`src/design/tpa_pkg.sv`:
```
package tpa_pkg;

    // Command codes carried on the command field.
    localparam logic [1:0] CMD_CLEAR   = 2'd0;
    localparam logic [1:0] CMD_WRITE   = 2'd1;
    localparam logic [1:0] CMD_REQUEST = 2'd2;

    // Geometry of the ownership table and the pad/candidate tables.
    localparam int ENTRIES   = 16;
    localparam int ENTRY_W   = 4;
    localparam int OWNER_W   = 7;
    localparam int PAD_W     = 6;
    localparam int SIG_W     = 5;
    localparam int NUM_CAND  = 4;
    localparam int CAND_W    = 2;
    localparam int CAND_BITS = 5;

    // An owner entry of all ones is minus one, which marks the entry free.
    localparam logic [OWNER_W-1:0] OWNER_FREE = {OWNER_W{1'b1}};

    // Candidate code layout: OUT2 select, segment, timer number.
    localparam int CAND_OUT2_BIT = 4;
    localparam int CAND_SEG_BIT  = 3;

    // Write controls for the ownership table.
    typedef struct packed {
        logic                clear;
        logic                wr_en;
        logic [ENTRY_W-1:0]  wr_idx;
        logic [OWNER_W-1:0]  wr_owner;
    } tbl_ctrl_t;

    // Result of looking a pad up in the pad table.
    typedef struct packed {
        logic             hit;
        logic [SIG_W-1:0] sig;
    } pad_hit_t;

    // Candidate timer outputs of each signal, four per signal in scan order.
    localparam logic [CAND_BITS-1:0] CAND_ROM [NUM_CAND * 32] = '{
        5'd0,  5'd26, 5'd21, 5'd6,
        5'd16, 5'd0,  5'd5,  5'd31,
        5'd8,  5'd25, 5'd30, 5'd7,
        5'd24, 5'd8,  5'd1,  5'd6,
        5'd1,  5'd18, 5'd21, 5'd13,
        5'd17, 5'd1,  5'd14, 5'd7,
        5'd9,  5'd1,  5'd29, 5'd15,
        5'd25, 5'd9,  5'd13, 5'd7,
        5'd2,  5'd19, 5'd20, 5'd14,
        5'd18, 5'd2,  5'd4,  5'd8,
        5'd10, 5'd27, 5'd28, 5'd6,
        5'd26, 5'd10, 5'd12, 5'd29,
        5'd3,  5'd9,  5'd24, 5'd30,
        5'd19, 5'd3,  5'd6,  5'd28,
        5'd11, 5'd9,  5'd31, 5'd7,
        5'd27, 5'd11, 5'd7,  5'd20,
        5'd4,  5'd0,  5'd16, 5'd27,
        5'd20, 5'd15, 5'd4,  5'd17,
        5'd12, 5'd8,  5'd0,  5'd19,
        5'd28, 5'd2,  5'd12, 5'd25,
        5'd5,  5'd1,  5'd17, 5'd26,
        5'd21, 5'd1,  5'd13, 5'd16,
        5'd13, 5'd6,  5'd1,  5'd18,
        5'd29, 5'd7,  5'd5,  5'd24,
        5'd6,  5'd2,  5'd1,  5'd25,
        5'd28, 5'd10, 5'd6,  5'd18,
        5'd14, 5'd10, 5'd5,  5'd17,
        5'd30, 5'd1,  5'd14, 5'd26,
        5'd7,  5'd3,  5'd21, 5'd24,
        5'd29, 5'd1,  5'd7,  5'd19,
        5'd15, 5'd11, 5'd20, 5'd16,
        5'd31, 5'd6,  5'd15, 5'd27
    };

    // Maps a pad number to its signal; pads without a signal miss.
    function automatic pad_hit_t pad_lookup(input logic [PAD_W-1:0] pad);
        pad_hit_t r;
        r.hit = 1'b1;
        r.sig = '0;
        case (pad)
            6'd12: r.sig = 5'd0;
            6'd25: r.sig = 5'd1;
            6'd13: r.sig = 5'd2;
            6'd26: r.sig = 5'd3;
            6'd18: r.sig = 5'd4;
            6'd27: r.sig = 5'd5;
            6'd19: r.sig = 5'd6;
            6'd28: r.sig = 5'd7;
            6'd5:  r.sig = 5'd8;
            6'd29: r.sig = 5'd9;
            6'd6:  r.sig = 5'd10;
            6'd30: r.sig = 5'd11;
            6'd22: r.sig = 5'd12;
            6'd31: r.sig = 5'd13;
            6'd23: r.sig = 5'd14;
            6'd32: r.sig = 5'd15;
            6'd42: r.sig = 5'd16;
            6'd4:  r.sig = 5'd17;
            6'd43: r.sig = 5'd18;
            6'd7:  r.sig = 5'd19;
            6'd44: r.sig = 5'd20;
            6'd24: r.sig = 5'd21;
            6'd45: r.sig = 5'd22;
            6'd33: r.sig = 5'd23;
            6'd46: r.sig = 5'd24;
            6'd39: r.sig = 5'd25;
            6'd47: r.sig = 5'd26;
            6'd35: r.sig = 5'd27;
            6'd48: r.sig = 5'd28;
            6'd37: r.sig = 5'd29;
            6'd49: r.sig = 5'd30;
            6'd11: r.sig = 5'd31;
            default: r.hit = 1'b0;
        endcase
        return r;
    endfunction

endpackage

```
`src/design/tpa_owner_table.sv`:
```
module tpa_owner_table
    import tpa_pkg::*;
(
    input  logic               clk,
    input  logic               rst_n,
    input  tbl_ctrl_t          ctrl,
    input  logic [ENTRY_W-1:0] rd_idx,
    output logic [OWNER_W-1:0] rd_owner
);

    logic [OWNER_W-1:0] owner_reg [ENTRIES];
    logic [OWNER_W-1:0] wr_value;

    // Any negative owner saturates to minus one, which frees the entry.
    assign wr_value = ctrl.wr_owner[OWNER_W-1] ? OWNER_FREE : ctrl.wr_owner;

    // Table storage: clear all at once, or write one entry.
    always_ff @(posedge clk or negedge rst_n)
    begin
        if (!rst_n)
        begin
            for (int i = 0; i < ENTRIES; i++)
            begin
                owner_reg[i] <= OWNER_FREE;
            end
        end
        else if (ctrl.clear)
        begin
            for (int i = 0; i < ENTRIES; i++)
            begin
                owner_reg[i] <= OWNER_FREE;
            end
        end
        else if (ctrl.wr_en)
        begin
            owner_reg[ctrl.wr_idx] <= wr_value;
        end
    end

    // Single read port used by the candidate scan.
    assign rd_owner = owner_reg[rd_idx];

endmodule

```
`src/design/timer_output_pin_allocator_unit.sv`:
```
// Timer output pin allocator.
// Input channel (in_valid / in_stall) takes one request per handshake: a
// clear of the whole ownership table, a write of one owner entry, or an
// allocation request for a pad. Clear and write complete in the cycle they
// are accepted and produce no result; the input stays open for the next one.
// An allocation request closes the input (in_stall high) while the single
// table read port checks the pad's candidate timer outputs, one per cycle.
// The pad is looked up on the accepting edge; the candidates are then
// scanned in order until one qualifies or all have been tried, and the
// result is loaded into the output register. An unknown pad skips the scan.
// The input reopens in the same cycle that the result is loaded, so a new
// allocation request is taken only once the last one's result is loaded.
// Output channel (out_valid / out_stall) presents granted, grant_segment,
// grant_number and second_output from a register; a stalled result holds.
// If the receiver stalls, the next finished result waits in the sequencer
// until the output register frees, and the input stays closed meanwhile.
// Reset marks every table entry free and empties the output register.
module timer_output_pin_allocator_unit
    import tpa_pkg::*;
(
    input  logic                      clk,
    input  logic                      rst_n,
    input  logic                      in_valid,
    output logic                      in_stall,
    input  logic [1:0]                command,
    input  logic [PAD_W-1:0]          pad_number,
    input  logic                      segment_select,
    input  logic [2:0]                timer_select,
    input  logic signed [OWNER_W-1:0] owner_value,
    output logic                      out_valid,
    input  logic                      out_stall,
    output logic                      granted,
    output logic                      grant_segment,
    output logic [2:0]                grant_number,
    output logic                      second_output
);

    localparam logic [1:0] ST_IDLE   = 2'd0;
    localparam logic [1:0] ST_SCAN   = 2'd1;
    localparam logic [1:0] ST_FINISH = 2'd2;

    logic [1:0]           state_reg, state_next;
    logic [PAD_W-1:0]     pad_reg, pad_next;
    logic [SIG_W-1:0]     sig_reg, sig_next;
    logic [CAND_W-1:0]    idx_reg, idx_next;
    logic                 res_granted_reg, res_granted_next;
    logic [CAND_BITS-1:0] res_cand_reg, res_cand_next;
    logic                 out_valid_reg, out_valid_next;
    logic                 out_granted_reg, out_granted_next;
    logic [CAND_BITS-1:0] out_cand_reg, out_cand_next;

    logic                 in_accept;
    logic                 out_free;
    pad_hit_t             lookup;
    logic [CAND_BITS-1:0] cand;
    logic [OWNER_W-1:0]   cur_owner;
    logic                 qualifies;
    tbl_ctrl_t            tbl_ctrl;

    assign in_stall  = (state_reg != ST_IDLE);
    assign in_accept = in_valid && (state_reg == ST_IDLE);
    assign out_free  = !out_valid_reg || !out_stall;

    assign lookup = pad_lookup(pad_number);
    assign cand   = CAND_ROM[{sig_reg, idx_reg}];

    // A candidate qualifies when it is free or already owned by this pad.
    assign qualifies = cur_owner[OWNER_W-1] || (cur_owner == {1'b0, pad_reg});

    // Table write controls: commands from the input, or a grant from the scan.
    always_comb
    begin
        tbl_ctrl = '0;
        if (in_accept)
        begin
            unique case (command)
                CMD_CLEAR:
                begin
                    tbl_ctrl.clear = 1'b1;
                end
                CMD_WRITE:
                begin
                    tbl_ctrl.wr_en    = 1'b1;
                    tbl_ctrl.wr_idx   = {segment_select, timer_select};
                    tbl_ctrl.wr_owner = owner_value;
                end
                default:
                begin
                    tbl_ctrl = '0;
                end
            endcase
        end
        else if ((state_reg == ST_SCAN) && qualifies)
        begin
            tbl_ctrl.wr_en    = 1'b1;
            tbl_ctrl.wr_idx   = cand[ENTRY_W-1:0];
            tbl_ctrl.wr_owner = {1'b0, pad_reg};
        end
    end

    tpa_owner_table u_table
    (
        .clk      (clk),
        .rst_n    (rst_n),
        .ctrl     (tbl_ctrl),
        .rd_idx   (cand[ENTRY_W-1:0]),
        .rd_owner (cur_owner)
    );

    // Sequencer: lookup on acceptance, scan one candidate a cycle, hand over.
    always_comb
    begin
        state_next       = state_reg;
        pad_next         = pad_reg;
        sig_next         = sig_reg;
        idx_next         = idx_reg;
        res_granted_next = res_granted_reg;
        res_cand_next    = res_cand_reg;
        out_valid_next   = out_valid_reg && out_stall;
        out_granted_next = out_granted_reg;
        out_cand_next    = out_cand_reg;

        unique case (state_reg)
            ST_IDLE:
            begin
                if (in_accept && (command == CMD_REQUEST))
                begin
                    pad_next         = pad_number;
                    sig_next         = lookup.sig;
                    idx_next         = '0;
                    res_granted_next = 1'b0;
                    res_cand_next    = '0;
                    state_next       = lookup.hit ? ST_SCAN : ST_FINISH;
                end
            end
            ST_SCAN:
            begin
                if (qualifies)
                begin
                    res_granted_next = 1'b1;
                    res_cand_next    = cand;
                    state_next       = ST_FINISH;
                end
                else if (idx_reg == CAND_W'(NUM_CAND - 1))
                begin
                    state_next = ST_FINISH;
                end
                else
                begin
                    idx_next = idx_reg + CAND_W'(1);
                end
            end
            ST_FINISH:
            begin
                if (out_free)
                begin
                    out_valid_next   = 1'b1;
                    out_granted_next = res_granted_reg;
                    out_cand_next    = res_cand_reg;
                    state_next       = ST_IDLE;
                end
            end
            default:
            begin
                state_next = ST_IDLE;
            end
        endcase
    end

    // Control registers.
    always_ff @(posedge clk or negedge rst_n)
    begin
        if (!rst_n)
        begin
            state_reg     <= ST_IDLE;
            out_valid_reg <= 1'b0;
        end
        else
        begin
            state_reg     <= state_next;
            out_valid_reg <= out_valid_next;
        end
    end

    // Working and result registers.
    always_ff @(posedge clk)
    begin
        pad_reg         <= pad_next;
        sig_reg         <= sig_next;
        idx_reg         <= idx_next;
        res_granted_reg <= res_granted_next;
        res_cand_reg    <= res_cand_next;
        out_granted_reg <= out_granted_next;
        out_cand_reg    <= out_cand_next;
    end

    // Result fields are slices of the registered candidate code.
    assign out_valid     = out_valid_reg;
    assign granted       = out_granted_reg;
    assign grant_segment = out_cand_reg[CAND_SEG_BIT];
    assign grant_number  = out_cand_reg[2:0];
    assign second_output = out_cand_reg[CAND_OUT2_BIT];

endmodule

```
`config.mk`:
```
export PLATFORM = sky130hd
export DESIGN_NAME = timer_output_pin_allocator_unit
export DESIGN_NICKNAME = d
export VERILOG_FILES = /design/src/design/tpa_pkg.sv /design/src/design/tpa_owner_table.sv /design/src/design/timer_output_pin_allocator_unit.sv
export SDC_FILE = /design/constraint.sdc
export NUM_CORES = 1
export LEC_CHECK = 0
export ABC_AREA = 1
export BUFFER_PORTS_ARGS = -buffer_cell sky130_fd_sc_hd__buf_2
export CORE_ASPECT_RATIO = 1.25
export CORE_MARGIN = 3
export CORE_UTILIZATION = 60
export DETAILED_ROUTE_END_ITERATION = 8
export PLACE_DENSITY = 0.78
export SLEW_MARGIN = 20
export SYNTH_ARGS = -nofsm -noshare
export SYNTH_HDL_FRONTEND = slang
export SYNTH_SLANG_ARGS = --single-unit
```
`constraint.sdc`:
```
create_clock -name clk -period 4.65 [get_ports clk]
set_input_delay 0.465 -clock clk [delete_from_list [all_inputs] [get_ports clk]]
set_output_delay 0.465 -clock clk [all_outputs]
set_load 0.01 [all_outputs]
```
==> impl_metrics.py <==
metrics = {
    "final_layout": {
        "regArea_sq_um": 3769,
        "multiInputGateArea_sq_um": 4239,
        "nets": 1218,
        "n_antenna_cell": 0,
        "stdcell_area_sq_um": 9410,
        "drive_gt1_share_pct": 21.35,
        "layout_commonest_cell": "nand2_1",
        "final_cell_mix": "415 x nand2_1, 258 x nand3_1, 112 x dfstp_2",
        "syn_to_final_growth_pct": 10.31,
        "fillers": 1184,
        "largest_register_ffs": 112,
    },
    "clock_tree": {
        "clk_path_buf_depth": 2,
        "clockRootBuffer": "clkbuf_16",
        "cts.clk_slew.worst_paths_ns": 0.06,
        "cts_made_buffers": 17,
        "cts_tree": "yes",
        "h-tree-depth": 4,
        "ctsHoldBuffers": 0,
        "clock_latency_ns": 0.43,
        "cts_sinks": 140,
    },
    "worst_setup_path": {
        "cp.arrival_ns": 4.62,
        "r2r_cells": 23,
        "path_class": "flip-flop to flip-flop",
        "cp-start-kind": "flip-flop",
        "worstPathRequired_ns": 5.03,
        "end_kind": "flip-flop",
        "worstPathMaxFanout": 48,
    },
    "run_status": {
        "status": "complete, no violations",
    },
    "power_and_ir_drop": {
        "ir_worst_vdd_mv": 0.3812,
        "p_leak_nw": 4.409,
        "power_mw": 5.810,
        "power.density_nw_per_um2": 617.4,
    },
    "synthesis": {
        "synth-edff-count": 25,
        "synth_area_leader_cell": "dfstp_2",
        "async_flop_share_pct": 82.14,
        "synth_area_sq_um": 8531,
        "ys_seq_area_share_pct": 44.18,
        "synth_warnings": 0,
        "syn_area_per_cell_sq_um": 7.329,
        "synth_seq_cells": 140,
        "synthCells": 1164,
        "yosys.area.top_type_share_pct": 34.50,
        "synth_cell_types": 43,
        "syn_nets": 1196,
        "synth_area_leaders": "dfstp_2 34%, nand2_1 18%, nand3_1 15%",
        "synth_ff_type": "dfstp_2",
    },
    "sta": {
        "finalMaxSlewViolations": 0,
        "period_needed_ns": 4.243,
        "slew_headroom_pct": 36.96,
        "period_share_pct": 91.24,
        "setup_viol": 0,
        "whs_ns": 0.1594,
        "tightest_slew_ns": 0.9456,
        "finClkSkew_ns": 0.008582,
        "rsz0062_at_grt": "no",
        "fin_ws_ns": 0.4073,
        "hold_viol": 0,
        "fmax_ghz": 0.2357,
        "fin_setup_tns_ns": 0,
    },
    "detailed_routing": {
        "drc": 0,
        "drt_pass1_iterations": 5,
        "drtIter0Drc": 950,
        "drt-total-wl_mm": 25.36,
        "vias": 8337,
        "routedWlPerCell_microns": 18.45,
        "vias_per_cell": 6.068,
        "ant_nets": 0,
    },
    "place": {
        "port_buffers": 30,
        "postPlaceCellArea_sq_um": 8830,
        "dpl.hpwl_mm": 17.27,
        "routabilityCongestion": 0.9503,
        "pre_cts_ws_ns": 0.4300,
    },
    "grt": {
        "grt_pass1_wl_mm": 41.12,
        "first_global_vias": 7903,
        "track_usage_pct": 33.24,
        "grt_max_degree": 75,
        "grt_antenna_before_repair": 0,
        "overflow": 0,
    },
    "job": {
        "maxCapViolations": 0,
    },
    "die": {
        "dieArea_sq_um": 15690,
        "pin_count": 31,
        "fp.coreArea_sq_um": 13870,
        "start_util_pct": 61.49,
        "fp-row-count": 48,
        "fp.dieW_microns": 112.7,
        "die_y_microns": 139.3,
    },
    "hold_path": {
        "hold_path_class": "input port to asynchronous set/reset pin",
    },
}
worst paths after layout:
| check | slack, ns | to | start |
|---|---|---|---|
| worst min register to register | 0.43 | out_cand_reg[4]$_DFFE_PP_ | res_cand_reg[4]$_SDFFCE_PN0P_ |
| worst max register to register | 0.41 | u_table.owner_reg[104]$_DFFE_PN1P_ | idx_reg[1]$_SDFFCE_PN0P_ |
| min in group clk | 0.28 | out_valid$_DFF_PN0_ | out_stall |
| max in group asynchronous | 3.39 | u_table.owner_reg[21]$_DFFE_PN1P_ | rst_n |
| worst min-delay path | 0.16 | out_valid$_DFF_PN0_ | rst_n |
| worst max-delay path | 0.41 | u_table.owner_reg[104]$_DFFE_PN1P_ | idx_reg[1]$_SDFFCE_PN0P_ |
power breakdown:
part | internal, mW | switching [mW] | total (mW) | leakage (nW)
combinational | 0.705 | 1.43 | 2.13 | 2.70
sequential | 2.06 | 0.311 | 2.37 | 1.44
clock | 0.778 | 0.525 | 1.30 | 0.270
synth_stat cells (all sizes together), types with 2 or more instances:
| cell type | number |
|---|---|
| edfxtp | 25 |
| dfrtp | 3 |
| nor3 | 8 |
| clkbuf | 11 |
| o211ai | 6 |
| a21oi | 25 |
| buf | 39 |
| nor2 | 87 |
| o22ai | 2 |
| inv | 71 |
| nand3b | 5 |
| a31oi | 2 |
| ha | 9 |
| o221ai | 3 |
| nand4 | 5 |
| a221oi | 5 |
| dfstp | 112 |
| nand3 | 264 |
| o21ai | 33 |
| a211oi | 2 |
| nand2 | 440 |
area by class of cell:
cell class / instances / area share, %
Multi-Input combinational cell: 902 / 45.05
Clock buffer: 18 / 4.561
Tap cell: 175 / 2.327
Sequential cell: 140 / 40.05
Inverter: 72 / 2.899
Timing Repair Buffer: 53 / 3.763
Clock inverter: 14 / 1.356
per-layer routing:
layer | GRT usage (%) | vias to the layer above | part of all wire [%] | wire length (microns)
met5 | 0 | - | 0 | 0
met4 | 19.11 | 0 | 5.9 | 1491
met3 | 6.090 | 107 | 6.7 | 1692
met2 | 54.90 | 433 | 49 | 12510
met1 | 40.62 | 3901 | 38 | 9662
li1 | - | 3896 | - | -
per-stage QoR:
stage | cells | util (%)
5_1_grt | 1374 | 67.83
2_1_floorplan | 1164 | -
4_1_cts | 1372 | 67.66
3_3_place_gp | 1340 | 63.65
3_5_place_dp | 1340 | 63.65
6_report | 1374 | 67.83
kinds of logic after synthesis:
family          synth area share [%]
simple gates                   41.83
flops                          44.18
buf+inv                        6.160
compound gates                 6.512
fa+ha+maj                      1.320
what timing repair did:
item / in CTS / in global routing
gates resized for setup: 0 / 3
setup buffers: 0 / 2
setup endpoints to repair: 0 / 103
critical path, stage by stage (launching register included):
cell and delay (ns):
edfxtp_1 0.58, ha_1 0.34, nand2_1 0.30, nor2_1 0.09, nor2_1 0.11, nand3_1 0.11
nand3_2 0.11, buf_6 0.34, nand3_1 0.15, nand3_1 0.19, nand3_1 0.10, nand3_1 0.11
nand2_1 0.07, nand2_1 0.06, nand2_1 0.05, nor2_1 0.11, nand3_1 0.10, nand2_2 0.15
nand3_2 0.11, a21oi_2 0.34, nand2_1 0.29, nand2_2 0.20, nand2_1 0.07, nand2_1 0.08
No activity file was read; power rests on OpenSTA's default activity.
